### src/hdl/gts_pkg.sv
`default_nettype none

package gts_pkg;

    typedef logic [3:0] mode_t;
    typedef logic [4:0] event_t;

    typedef struct packed {
        mode_t mode;
        logic  busy;
    } step_res_t;

    localparam mode_t M_READY     = 4'd0;
    localparam mode_t M_STREAM    = 4'd1;
    localparam mode_t M_COLLECT   = 4'd2;
    localparam mode_t M_PROCESS   = 4'd3;
    localparam mode_t M_PICKSPOT  = 4'd4;
    localparam mode_t M_GOTOSPOT  = 4'd5;
    localparam mode_t M_RESURVEY  = 4'd6;
    localparam mode_t M_PICKGRASP = 4'd7;
    localparam mode_t M_GOTOGRASP = 4'd8;
    localparam mode_t M_CLOSEJAW  = 4'd9;
    localparam mode_t M_RETARGET  = 4'd10;
    localparam mode_t M_REPARK    = 4'd11;
    localparam mode_t M_SUCCESS   = 4'd12;
    localparam mode_t M_FAIL      = 4'd13;
    localparam mode_t M_ESTOP     = 4'd14;
    localparam mode_t M_UNUSED    = 4'd15;

    localparam event_t EV_COLLIDED       = 5'd0;
    localparam event_t EV_STOP           = 5'd1;
    localparam event_t EV_FAILURE        = 5'd2;
    localparam event_t EV_START          = 5'd3;
    localparam event_t EV_STREAMING      = 5'd4;
    localparam event_t EV_NO_STREAM      = 5'd5;
    localparam event_t EV_FRAMES_IN      = 5'd6;
    localparam event_t EV_NO_CAND_SPOT   = 5'd7;
    localparam event_t EV_NO_CAND_GRASP  = 5'd8;
    localparam event_t EV_CAND_SPOT      = 5'd9;
    localparam event_t EV_CAND_GRASP     = 5'd10;
    localparam event_t EV_SURVEY_AGAIN   = 5'd11;
    localparam event_t EV_OUT_OF_TIME    = 5'd12;
    localparam event_t EV_SPOT_CHOSEN    = 5'd13;
    localparam event_t EV_SPOT_UNCHANGED = 5'd14;
    localparam event_t EV_NO_SPOT        = 5'd15;
    localparam event_t EV_ARRIVED        = 5'd16;
    localparam event_t EV_PLAN_FOUND     = 5'd17;
    localparam event_t EV_NO_PLAN        = 5'd18;
    localparam event_t EV_REACHED        = 5'd19;
    localparam event_t EV_STALLED        = 5'd20;
    localparam event_t EV_JAW_SETTLED    = 5'd21;
    localparam event_t EV_LOOK_AGAIN     = 5'd22;
    localparam event_t EV_OUT_OF_LOOKS   = 5'd23;
    localparam event_t EV_PARK_AGAIN     = 5'd24;
    localparam event_t EV_OUT_OF_PARKS   = 5'd25;

    function automatic logic mode_busy(input mode_t m);
        return !(m inside {M_READY, M_SUCCESS, M_FAIL, M_ESTOP});
    endfunction

endpackage

`default_nettype wire

### src/hdl/gts_next_mode.sv
`default_nettype none

module gts_next_mode (
    input  wire gts_pkg::mode_t     cur_mode,
    input  wire gts_pkg::event_t    event_code,
    output gts_pkg::step_res_t      step
);

    logic           busy;
    gts_pkg::mode_t table_mode;
    gts_pkg::mode_t new_mode;

    assign busy = gts_pkg::mode_busy(cur_mode);

    always_comb
    begin
        table_mode = cur_mode;
        case (cur_mode)
            gts_pkg::M_STREAM:
            begin
                if (event_code == gts_pkg::EV_STREAMING)
                    table_mode = gts_pkg::M_COLLECT;
                else if (event_code == gts_pkg::EV_NO_STREAM)
                    table_mode = gts_pkg::M_FAIL;
            end
            gts_pkg::M_COLLECT:
            begin
                if (event_code == gts_pkg::EV_FRAMES_IN)
                    table_mode = gts_pkg::M_PROCESS;
                else if (event_code == gts_pkg::EV_NO_CAND_SPOT)
                    table_mode = gts_pkg::M_RESURVEY;
                else if (event_code == gts_pkg::EV_NO_CAND_GRASP)
                    table_mode = gts_pkg::M_RETARGET;
            end
            gts_pkg::M_PROCESS:
            begin
                if (event_code == gts_pkg::EV_CAND_SPOT)
                    table_mode = gts_pkg::M_PICKSPOT;
                else if (event_code == gts_pkg::EV_CAND_GRASP)
                    table_mode = gts_pkg::M_PICKGRASP;
                else if (event_code == gts_pkg::EV_NO_CAND_SPOT)
                    table_mode = gts_pkg::M_RESURVEY;
                else if (event_code == gts_pkg::EV_NO_CAND_GRASP)
                    table_mode = gts_pkg::M_RETARGET;
            end
            gts_pkg::M_RESURVEY:
            begin
                if (event_code == gts_pkg::EV_SURVEY_AGAIN)
                    table_mode = gts_pkg::M_COLLECT;
                else if (event_code == gts_pkg::EV_OUT_OF_TIME)
                    table_mode = gts_pkg::M_FAIL;
            end
            gts_pkg::M_PICKSPOT:
            begin
                if (event_code == gts_pkg::EV_SPOT_CHOSEN)
                    table_mode = gts_pkg::M_GOTOSPOT;
                else if (event_code == gts_pkg::EV_SPOT_UNCHANGED)
                    table_mode = gts_pkg::M_COLLECT;
                else if (event_code == gts_pkg::EV_NO_SPOT)
                    table_mode = gts_pkg::M_REPARK;
            end
            gts_pkg::M_GOTOSPOT:
            begin
                if (event_code == gts_pkg::EV_ARRIVED)
                    table_mode = gts_pkg::M_COLLECT;
            end
            gts_pkg::M_PICKGRASP:
            begin
                if (event_code == gts_pkg::EV_PLAN_FOUND)
                    table_mode = gts_pkg::M_GOTOGRASP;
                else if (event_code == gts_pkg::EV_NO_PLAN)
                    table_mode = gts_pkg::M_RETARGET;
            end
            gts_pkg::M_GOTOGRASP:
            begin
                if (event_code == gts_pkg::EV_REACHED)
                    table_mode = gts_pkg::M_CLOSEJAW;
                else if (event_code == gts_pkg::EV_STALLED)
                    table_mode = gts_pkg::M_RETARGET;
            end
            gts_pkg::M_CLOSEJAW:
            begin
                if (event_code == gts_pkg::EV_JAW_SETTLED)
                    table_mode = gts_pkg::M_SUCCESS;
            end
            gts_pkg::M_RETARGET:
            begin
                if (event_code == gts_pkg::EV_LOOK_AGAIN)
                    table_mode = gts_pkg::M_COLLECT;
                else if (event_code == gts_pkg::EV_OUT_OF_LOOKS)
                    table_mode = gts_pkg::M_REPARK;
            end
            gts_pkg::M_REPARK:
            begin
                if (event_code == gts_pkg::EV_PARK_AGAIN)
                    table_mode = gts_pkg::M_COLLECT;
                else if (event_code == gts_pkg::EV_OUT_OF_PARKS)
                    table_mode = gts_pkg::M_FAIL;
            end
            default:
            begin
                table_mode = cur_mode;
            end
        endcase
    end

    always_comb
    begin
        case (event_code)
            gts_pkg::EV_COLLIDED,
            gts_pkg::EV_STOP:
                new_mode = busy ? gts_pkg::M_ESTOP : cur_mode;
            gts_pkg::EV_FAILURE:
                new_mode = busy ? gts_pkg::M_FAIL : cur_mode;
            gts_pkg::EV_START:
                new_mode = busy ? cur_mode : gts_pkg::M_STREAM;
            default:
                new_mode = table_mode;
        endcase
    end

    assign step.mode = new_mode;
    assign step.busy = gts_pkg::mode_busy(new_mode);

endmodule

`default_nettype wire

### src/hdl/grasp_task_sequencer_core.sv
// Task-mode sequencer for a perception-guided pick.
// Input channel: in_valid / in_stall carry one event code word (event_req).
// Output channel: out_valid / out_stall carry one result word per event:
// the new mode and busy_res, high when that mode is a working mode.
// The event register holds an accepted word; its result is written to the
// result register when the event advances, which a stalled output can delay.
// Throughput: one event per cycle while the output does not stall; the only
// feedback is the 4-bit mode register through one small transition lookup.
// An event register and a result register part the two channels, so a new
// event is taken while a finished result still waits to be taken.
// When the receiver stalls, the result holds and one more event is taken
// into the event register; in_stall then rises until the result drains.
// Reset (rst_n low, asynchronous) sets the mode to ready and empties both
// registers; no result is pending after reset.

`default_nettype none

module grasp_task_sequencer_core (
    input  wire                  clk,
    input  wire                  rst_n,
    input  wire                  in_valid,
    output logic                 in_stall,
    input  wire gts_pkg::event_t event_req,
    output logic                 out_valid,
    input  wire                  out_stall,
    output gts_pkg::mode_t       mode,
    output logic                 busy_res
);

    logic               in_valid_reg;
    logic               in_valid_next;
    gts_pkg::event_t    event_reg;
    gts_pkg::mode_t     cur_mode_reg;
    gts_pkg::mode_t     cur_mode_next;
    logic               out_valid_reg;
    logic               out_valid_next;
    gts_pkg::mode_t     res_mode_reg;
    logic               res_busy_reg;
    logic               advance;
    gts_pkg::step_res_t step;

    gts_next_mode u_next (
        .cur_mode   (cur_mode_reg),
        .event_code (event_reg),
        .step       (step)
    );

    assign advance  = in_valid_reg && (!out_valid_reg || !out_stall);
    assign in_stall = in_valid_reg && !advance;

    always_comb
    begin
        in_valid_next  = in_stall ? in_valid_reg : in_valid;
        cur_mode_next  = advance ? step.mode : cur_mode_reg;
        if (advance)
            out_valid_next = 1'b1;
        else if (!out_stall)
            out_valid_next = 1'b0;
        else
            out_valid_next = out_valid_reg;
    end

    always_ff @(posedge clk or negedge rst_n)
    begin
        if (!rst_n)
        begin
            in_valid_reg  <= 1'b0;
            cur_mode_reg  <= gts_pkg::M_READY;
            out_valid_reg <= 1'b0;
        end
        else
        begin
            in_valid_reg  <= in_valid_next;
            cur_mode_reg  <= cur_mode_next;
            out_valid_reg <= out_valid_next;
        end
    end

    // hold the event word while stalled
    always_ff @(posedge clk)
    begin
        if (in_valid && !in_stall)
            event_reg <= event_req;
    end

    always_ff @(posedge clk)
    begin
        if (advance)
        begin
            res_mode_reg <= step.mode;
            res_busy_reg <= step.busy;
        end
    end

    assign out_valid = out_valid_reg;
    assign mode      = res_mode_reg;
    assign busy_res  = res_busy_reg;

endmodule

`default_nettype wire

### config.mk
export PLATFORM = sky130hd
export DESIGN_NAME = grasp_task_sequencer_core
export DESIGN_NICKNAME = d
export VERILOG_FILES = /design/src/hdl/gts_pkg.sv /design/src/hdl/gts_next_mode.sv /design/src/hdl/grasp_task_sequencer_core.sv
export SDC_FILE = /design/constraint.sdc
export NUM_CORES = 1
export LEC_CHECK = 0
export ABC_AREA = 1
export BUFFER_PORTS_ARGS = -buffer_cell sky130_fd_sc_hd__buf_2
export CAP_MARGIN = 5
export CELL_PAD_IN_SITES_DETAIL_PLACEMENT = 0
export CELL_PAD_IN_SITES_GLOBAL_PLACEMENT = 1
export CORE_UTILIZATION = 25
export DETAILED_ROUTE_END_ITERATION = 10
export PLACE_DENSITY_LB_ADDON = 0.1
export SLEW_MARGIN = 20
export SYNTH_ARGS = -nofsm -noshare
export SYNTH_HDL_FRONTEND = slang
export SYNTH_SLANG_ARGS = --single-unit
### constraint.sdc
create_clock -name clk -period 2.4 [get_ports clk]
set_input_delay 0.48 -clock clk [delete_from_list [all_inputs] [get_ports clk]]
set_output_delay 0.48 -clock clk [all_outputs]
set_load 0.01 [all_outputs]
* After elaboration in Yosys (flattened, before gate mapping)
Cells that the tools add are included. Widths: inputs -> output; s select.
Word-level totals: bits in registers 16, input bits 9, output and inout port bits 7, logic and storage cells 93
Cells by class: equal/unequal tests 43, multiplexer cells 29, reduce and logical (&&, ||, !) cells 15
Operator list (count):
- $mux 4 | 25
- $eq 5x5->1 const B | 10
- $pmux 4 s11 | 1
- $eq 4x4->1 const B | 10
- $eq 5x4->1 const B | 8
- $eq 5x3->1 const B | 4
- $eq 4x3->1 const B | 4
- $pmux 4 s3 | 1
- $eq 5x2->1 const B | 2
- $eq 4x2->1 const B | 2
- $logic_not 4->1 | 2
- $reduce_bool 4->1 | 2
- $eq 5x1->1 const B | 1
- $logic_not 1->1 | 5
- $logic_not 5->1 | 1
- $eq 4x1->1 const B | 1
- $logic_and 1x1->1 | 3
- $mux 1 | 2
- $ne 2x1->1 const B | 1
- $reduce_or 2->1 | 1
- $logic_or 1x1->1 | 1

* Longest topological paths before layout
Gate-level depths: netlist (run 1).
depth after elaboration 10, mapped depth 15, depth with buffers taken out 15

* By module
A second synthesis (run 1) with hierarchy kept.
Second synthesis, totals: cells, all modules 249, area, all modules 1460.2 um2
Modules (own cells, without submodules):
- gts_next_mode | instances 1, cells each 212, area each 924.6 um2, seq. area each 0.0 um2
- grasp_task_sequencer_core | instances 1, cells each 37, area each 535.5 um2, seq. area each 450.4 um2

* Least setup slack after synthesis (run 1)
OpenSTA, ideal clock, no wires.
path kind flip-flop to flip-flop, start register event_reg[1], end register res_busy_reg (netlist: busy_res) (data pin), setup time 0.259 ns, data arrival time 1.550 ns, data required time 2.141 ns, path slack 0.591 ns, cell stages (with the launch flop) 12, path buffers 0, period minus slack after synthesis 1.809 ns, path through edfxtp_1 -> nor2_2 -> nand2_1 -> nor2_1 -> nor2_1 -> nand3b_1 -> nor2_1 -> nand3_1 -> nand2_1 -> nand3_1 -> nand2_1 -> nand3_1
RTL lines:
- from (decl) | line grasp_task_sequencer_core.sv:32 | gts_pkg::event_t event_reg;
- from (signal assigned) | line grasp_task_sequencer_core.sv:83 | event_reg <= event_req;
- to (signal assigned) | line grasp_task_sequencer_core.sv:91 | res_busy_reg <= step.busy;
- to (decl) | line grasp_task_sequencer_core.sv:38 | logic res_busy_reg;

==> flow_summary.toml, run 1 <==
[floorplanning]
initial_utilization_pct = 26.1
dieArea_mm2 = 0.00605
coreArea_mm2 = 0.00551
die_width_um = 77.8
io_pins = 16
row_count = 27
dieHeight_um = 77.8

[logic_synthesis]
yosysTopAreaCell = "nand2_1"
syn-num-nets = 250
synth-seq-cells = 16
ys_seq_area_share_pct = 31.4
syn_area_mm2 = 0.00144
yosys_warnings = 0
synthDistinctLibCells = 20
synth_top_area_share_pct = 23.5
synth.area.top_cells = "nand2_1, edfxtp_1, dfrtp_1"
avgSynthCellArea_um2 = 5.96
syn-instance-count = 241

[finish]
final_cells = 339
area_growth_pct = 18.7
nets = 278
final_common_cell = "nand2_1"
largest_reg_flops = 5
layout-drive-gt1-share_pct = 15.4
layout_common_cells = "nand2_1, nor2_1, inv_1, nand3_1, buf_2"
n_antenna_cell = 0

[outcome]
status = "completed"

[worst_setup_path]
critPathCapture = "busy_res$_DFFE_PP_"
end_kind = "register"
crit_type = "reg -> reg"
worstPathMaxFanout = 7
setup.worst_path.start = "event_reg[1]$_DFFE_PP_"
cp.arrival_ps = 2240
rr_endpoint = "busy_res$_DFFE_PP_"
cp-start-kind = "register"
reg2reg_depth = 11
cp.required_ps = 2400
regToRegSetupSlack_ps = 150
r2r_start = "event_reg[1]$_DFFE_PP_"

[clock_network]
cts_tree = "done"
htree_num_levels = 1
clock_path_buffers = 2
clk_pin_slew_worst_paths_ps = 60
cts_root_buffer = "clkbuf_8"
postCtsHoldBufs = 0
ctsResizeCount = 0
cts_buffers = 3
cts_setup_buffers = 0
clock_latency_ps = 240
numClockSinks = 16

[grt]
grt_max_degree = 12
grt_overflow = 0
grt_pass1_wl_um = 7290
antenna_found_initial = 0
grtUsageTotal_pct = 15.6
grt_pass1_vias = 1514

[place]
gp_congestion = 0.853
portBuffers = 15
hpwl_um = 3680
place_inst = 336

[sta]
worstMarginPinSlew_ps = 418
layout_min_cycle_time_ps = 2250
slew_violations = 0
fmax_ghz = 0.445
whs_ps = 49.9
maxSlewHeadroom_pct = 72.0
clock_skew_ps = 2.04
final.period_utilization_pct = 93.6
rsz0062_at_grt = "false"
setup-tns-final_ps = 0
finalHoldViolCount = 0
setup_viol = 0

[route]
wl_per_cell_um = 12.8
drt-initial-drc-count = 82
via_per_inst = 4.58
antenna_left = 0
drc_errors = 0
route.vias.total = 1551
totalWireLength_um = 4340
drt-pass1-iter-count = 4

[pwr]
pwr-share-comb_pct = 56.2
ir_drop_uv = 441
clkPwrFrac_pct = 13.0
cellInternalPower_uw = 797
switchingPower_uw = 697
power_density_mw_per_mm2 = 876
leakagePower_nw = 0.866
switching_share_pct = 46.7
seq_power_share_pct = 30.8

[worst_hold_path]
hold_path.class = "in -> async"

[flow_run]
drv_cap = 0
==> layer usage <==
metal	share of wire [%]	track usage, %
met2	45	25.6
met1	48	20.7
met4	3.2	7.92
met5	0	0
met3	3.7	0.824
==> area by class of cell <==
cell class | instances | area [um^2]
inverter | 33 | 124
multi-input combinational | 190 | 850
timing repair buffer | 25 | 150
sequential | 16 | 450
tap | 72 | 90.1
clock buffer | 3 | 41.3
fill | 613 | 3800
==> how the worst min path moves through the flow <==
| stage | endpoint |
|---|---|
| 2_1_floorplan | cur_mode_reg[0]$_DFFE_PN0P_ |
| 3_3_place_gp | cur_mode_reg[3]$_DFFE_PN0P_ |
| 3_5_place_dp | cur_mode_reg[3]$_DFFE_PN0P_ |
| 4_1_cts | in_valid_reg$_DFFE_PN0N_ |
| 5_1_grt | in_valid_reg$_DFFE_PN0N_ |
| 6_report | in_valid_reg$_DFFE_PN0N_ |
==> through the flow <==
stage	total power, mW	worst slack, ps	instance area [um^2]	util [%]
2_1_floorplan	1.02	591	1440	-
3_3_place_gp	1.34	158	1660	30.2
3_5_place_dp	1.30	230	1660	30.2
4_1_cts	1.50	218	1710	31.0
5_1_grt	1.65	1.83	1710	31.0
6_report	1.49	153	1710	31.0
==> power groups by stage <==
stage	clock network (mW)	registers (mW)	logic, mW
global route	0.215	0.474	0.956
floorplan	0	0.465	0.553
finish	0.194	0.461	0.839
CTS	0.205	0.461	0.837
detailed placement	0	0.466	0.836
global placement	0	0.468	0.868
==> cells in the mapped netlist <==
cell,instances
nand2_1,90
nor2_1,35
inv_1,28
nand3_1,28
o21ai_0,11
edfxtp_1,10
a21oi_1,6
dfrtp_1,6
inv_2,5
nor2_2,4
nand3b_1,3
nand4_1,3
nor2_4,3
a21boi_0,2
o21bai_1,2
a21oi_2,1
buf_2,1
buf_4,1
o2111ai_1,1
o31ai_1,1
==> kinds of logic after synthesis <==
family                 Yosys count  synth area share, %
AND/OR/NAND/NOR                166                 49.4
buffers and inverters           35                 9.49
AO/OA/AOI/OAI                   24                 9.76
flip-flops                      16                 31.4
==> worst max-delay path, cell delays in order (launching register included) <==
cell and delay, ps:
edfxtp_1 520, nor2_2 300, nand2_1 160, nor2_1 230, nor2_1 80, nand3b_1 160, nor2_1 120, nand3_1 90
nand2_1 140, nand3_1 80, nand2_1 60, nand3_1 50
Power figures use the tool's default switching activity.
==> run 2, diff against run 1 <==
--- a/config.mk
+++ b/config.mk
@@ -16,4 +16,5 @@
 export SLEW_MARGIN = 20
 export SYNTH_ARGS = -nofsm -noshare
 export SYNTH_HDL_FRONTEND = slang
+export SYNTH_HIERARCHICAL = 1
 export SYNTH_SLANG_ARGS = --single-unit
==> flow_summary.toml, run 2 <==
[pwr]
switching_share_pct = 47.8
switchingPower_uw = 742
cellInternalPower_uw = 809
clkPwrFrac_pct = 12.6
ir_drop_uv = 397
leakagePower_nw = 0.879
power_density_mw_per_mm2 = 925
pwr-share-comb_pct = 56.4
seq_power_share_pct = 31.1

[grt]
antenna_found_initial = 0
grt_max_degree = 12
grt_pass1_wl_um = 7490
grtUsageTotal_pct = 15.9
grt_overflow = 0
grt_pass1_vias = 1624

[clock_network]
numClockSinks = 16
cts_buffers = 3
cts_root_buffer = "clkbuf_8"
clk_pin_slew_worst_paths_ps = 60
htree_num_levels = 1
cts_setup_buffers = 0
clock_path_buffers = 2
clock_latency_ps = 240
cts_tree = "done"

[worst_setup_path]
slowest_stage = "edfxtp_1"
cp_top_family = "simple AND/OR/NAND/NOR gates"
end_kind = "register"
cp_slowest_stage_delay_ps = 380
worstPathMaxFanout = 5
cp-start-kind = "register"
crit_type = "reg -> reg"
cp_num_buf_inv = 1
cp.arrival_ps = 2140
cp.required_ps = 2400
crit_top_cell = "nand2_1"
path_cells = "buf_4, nor2_2, nand2_1, nor2_2, nor2_1, a21oi_1, nand2_1, nor2_1, nand3_1, nand2_1, nand3_1, nand2_1, nand3_1"

[logic_synthesis]
synth-seq-cells = 16
yosysMostFrequentCell = "nand2_1"
yosys_warnings = 6
synthTopCellsByCount = "nand2_1, nand3_1, nor2_1, inv_1"
synth_top_area_share_pct = 22.6
synth_edf_count = 10
syn_area_mm2 = 0.00146
syn-num-nets = 258
syn-instance-count = 249
yosysTopAreaCell = "nand2_1"
async_flop_share_pct = 37.5
synthDistinctLibCells = 20
ys.flop_type = "edfxtp_1"
synth.area.top_cells = "nand2_1, edfxtp_1, nand3_1"
ys_seq_area_share_pct = 30.8
avgSynthCellArea_um2 = 5.86

[place]
portBuffers = 15
gp_congestion = 0.835
hpwl_um = 3650

[sta]
worstMarginPinSlew_ps = 315
clock_skew_ps = 0.678
maxSlewHeadroom_pct = 79.0
finalHoldViolCount = 0
slew_violations = 0
setup-tns-final_ps = 0
final.period_utilization_pct = 89.4
setup_viol = 0
whs_ps = 53.0
fmax_ghz = 0.466
layout_min_cycle_time_ps = 2150
rsz0062_at_grt = "false"

[floorplanning]
initial_utilization_pct = 26.2
row_count = 27
die_width_um = 78.4
dieArea_mm2 = 0.00615
coreArea_mm2 = 0.00557
io_pins = 16
dieHeight_um = 78.4

[worst_hold_path]
hold_path.class = "in -> async"

[route]
antenna_left = 0
via_per_inst = 4.59
totalWireLength_um = 4360
drt-pass1-iter-count = 4
route.vias.total = 1562
drc_errors = 0
wl_per_cell_um = 12.8
drt-initial-drc-count = 119

[finish]
area_growth_pct = 14.7
largest_reg_flops = 5
n_antenna_cell = 0
layout_common_cells = "nand2_1, nand3_1, inv_1, nor2_1, buf_2"
layout-drive-gt1-share_pct = 12.7
final_common_cell = "nand2_1"
nets = 279

[outcome]
status = "completed"

[flow_run]
drv_cap = 0
-- run 2: worst register-to-register path, cell delays in order, from the launching register on --
cell      delay (ps)
edfxtp_1         380
buf_4            170
nor2_2           220
nand2_1          110
nor2_2           130
nor2_1            70
a21oi_1          140
nand2_1           80
nor2_1           140
nand3_1          120
nand2_1          130
nand3_1           80
nand2_1           60
nand3_1           60
-- run 2: routing by layer --
metal  vias up  track usage [%]  share of wire [%]
met5         -                0                  0
met4         0             6.48                1.6
met3         8             1.40                2.6
met2        26             28.3                 49
met1       704             19.5                 47
li1        824                -                  -
-- run 2: layout make-up --
cell class,count,area (um^2)
repair buffers,19,105
multi-input cells,191,842
inverters,39,146
fillers,658,3900
clock buffers,3,41.3
flip-flops and latches,16,450
well taps,72,90.1
-- run 2: cell families after synthesis --
family / count (synthesis) / synth area share, %
simple gates: 168 / 48.6
compound gates: 23 / 8.91
flops: 16 / 30.8
buf+inv: 42 / 11.7
-- run 2: through the flow --
stage          setup slack (ps)  area [um^2]  std cells  util [%]  power, mW
4_1_cts                     153         1670        340      30.0       1.56
6_report                    254         1680        340      30.1       1.55
3_5_place_dp                168         1630        337      29.3       1.36
2_1_floorplan               630         1460        249         -       1.08
5_1_grt                    66.1         1680        340      30.1       1.73
3_3_place_gp               79.1         1630        337      29.3       1.40
-- run 2: power by group through the flow --
stage	Combinational [mW]	Clock, mW	Sequential [mW]
5_1_grt	1.02	0.215	0.499
3_3_place_gp	0.910	0	0.487
4_1_cts	0.876	0.200	0.483
3_5_place_dp	0.870	0	0.486
6_report	0.874	0.195	0.482
2_1_floorplan	0.599	0	0.483
-- run 2: worst paths after layout --
kind | cells past startpoint | to | slack, ps | from
min | 1 | cur_mode_reg[3]$_DFFE_PN0P_ | 50 | rst_n
max | 13 | busy_res$_DFFE_PP_ | 250 | event_reg[1]$_DFFE_PP_
min in group clk | 1 | event_reg[4]$_DFFE_PP_ | 410 | event_req[4]
min reg2reg | 2 | cur_mode_reg[2]$_DFFE_PN0P_ | 570 | cur_mode_reg[2]$_DFFE_PN0P_
max in group asynchronous | 1 | in_valid_reg$_DFFE_PN0N_ | 2200 | rst_n
max reg2reg | 13 | busy_res$_DFFE_PP_ | 250 | event_reg[1]$_DFFE_PP_
-- run 2: what timing repair did --
action                                  in CTS  in global routing
hold buffers                                 0                  0
gates resized for setup                      0                  1
endpoints found under the setup margin       0                  2
==> run 3, diff against run 2 <==
--- a/config.mk
+++ b/config.mk
@@ -10,6 +10,7 @@
 export CAP_MARGIN = 5
 export CELL_PAD_IN_SITES_DETAIL_PLACEMENT = 0
 export CELL_PAD_IN_SITES_GLOBAL_PLACEMENT = 1
+export CORE_ASPECT_RATIO = 1.5
 export CORE_UTILIZATION = 25
 export DETAILED_ROUTE_END_ITERATION = 10
 export PLACE_DENSITY_LB_ADDON = 0.1
==> flow_summary.toml, run 3 (same netlist as run 2, synthesis figures left out) <==
[worst_setup_path]
crit_type = "reg -> reg"
end_kind = "register"
cp.required_ps = 2400
cp-start-kind = "register"
cp.arrival_ps = 2170
worstPathMaxFanout = 5
regToRegSetupSlack_ps = 230

[route]
antenna_left = 0
totalWireLength_um = 4720
via_per_inst = 4.62
drc_errors = 0
route.vias.total = 1567
wl_per_cell_um = 13.9
drt-pass1-iter-count = 4
drt-initial-drc-count = 45

[clock_network]
numClockSinks = 16
postCtsHoldBufs = 0
cts_buffers = 3
cts_root_buffer = "clkbuf_8"
ctsResizeCount = 0
cts_setup_buffers = 0
clock_latency_ps = 240
clock_path_buffers = 2
cts_tree = "done"
htree_num_levels = 1
clk_pin_slew_worst_paths_ps = 60

[flow_run]
drv_cap = 0

[sta]
setup_viol = 0
worstMarginPinSlew_ps = 332
setup-tns-final_ps = 0
slew_violations = 0
rsz0062_at_grt = "false"
fmax_ghz = 0.461
final.period_utilization_pct = 90.3
layout_min_cycle_time_ps = 2170
clock_skew_ps = 2.63
fin_ws_ps = 232
maxSlewHeadroom_pct = 77.9
finalHoldViolCount = 0

[floorplanning]
coreArea_mm2 = 0.00553
io_pins = 16
initial_utilization_pct = 26.4
die_width_um = 64.4
dieArea_mm2 = 0.00616
row_count = 33
dieHeight_um = 95.6

[place]
portBuffers = 15
pre_cts_ws_ps = 221
hpwl_um = 3960
gp_congestion = 0.884

[pwr]
ir_drop_uv = 459
leakagePower_nw = 0.883
power_density_mw_per_mm2 = 947

[grt]
grt_pass1_vias = 1630
grt_overflow = 0
antenna_found_initial = 0
grt_pass1_wl_um = 7930
grtUsageTotal_pct = 17.3
grt_max_degree = 12

[finish]
nets = 280
final_common_cell = "nand2_1"
area_growth_pct = 15.9
layout_common_cells = "nand2_1, nand3_1, inv_1, nor2_1, buf_2"
largest_reg_flops = 5
layout-drive-gt1-share_pct = 14.5
n_antenna_cell = 0
fillCellCount = 654

[worst_hold_path]
hold_path.class = "in -> async"

[outcome]
status = "completed"
run 3: cell types whose count changed in the layout (fill, tap and decap cells not counted):
| cell | before | now |
|---|---|---|
| a21oi_2 | 0 | 1 |
| nor2_2 | 3 | 5 |
| buf_4 | 4 | 5 |
| nand2_1 | 88 | 87 |
| nand2_2 | 1 | 2 |
| a21oi_1 | 7 | 6 |
| nor2_1 | 34 | 32 |
run 3: worst paths after layout:
path / startpoint / end / cells past startpoint
worst min register to register: out_valid$_DFFE_PN0P_ / in_valid_reg$_DFFE_PN0N_ / 2
worst min-delay path: rst_n / cur_mode_reg[0]$_DFFE_PN0P_ / 1
worst max-delay path: event_reg[2]$_DFFE_PP_ / busy_res$_DFFE_PP_ / 11
min in group clk: event_req[2] / event_reg[2]$_DFFE_PP_ / 1
max in group asynchronous: rst_n / cur_mode_reg[1]$_DFFE_PN0P_ / 1
worst max register to register: event_reg[2]$_DFFE_PP_ / busy_res$_DFFE_PP_ / 11
run 3: report_power, final:
part	switching, mW	internal (mW)	leakage [nW]
Combinational	0.608	0.321	0.690
Clock	0.0852	0.111	0.0216
Sequential	0.0746	0.403	0.172
Total	0.768	0.834	0.883
run 3: critical path, cell delays in order, from the launching register on:
cell and delay [ps]:
edfxtp_1 490, nor2_1 240, nand2_1 140, o21ai_0 170, nand3_1 160, nor3_1 170, buf_4 150, nand3_1 60
nand2_1 60, nand2_1 120, nand2_1 90, nand3_1 60
run 3: per-layer routing:
| metal | wire length, um | up-vias | global-route usage, % |
|---|---|---|---|
| met5 | 0 | - | 0 |
| met4 | 279 | 0 | 11.5 |
| met3 | 102 | 18 | 1.20 |
| met2 | 2570 | 33 | 34.2 |
| met1 | 1770 | 688 | 16.9 |
| li1 | - | 828 | - |
run 3: cell type report:
| type | instances | area (um^2) | area share, % |
|---|---|---|---|
| sequential | 16 | 450 | 26.6 |
| multi-input combinational | 191 | 853 | 50.4 |
| clock buffer | 3 | 41.3 | 2.44 |
| inverter | 39 | 146 | 8.65 |
| tap | 70 | 87.6 | 5.18 |
| timing repair buffer | 20 | 113 | 6.66 |
run 3: per-stage QoR:
step                utilization (%)  total power [mW]  hold WS (ps)  area [um^2]  instances
floorplan                         -              1.08           184         1460        249
global placement               29.6              1.43           312         1640        336
detailed placement             29.6              1.41           310         1640        336
CTS                            30.3              1.61          41.5         1680        339
global route                   30.6              1.79          45.6         1690        339
finish                         30.6              1.60          45.3         1690        339
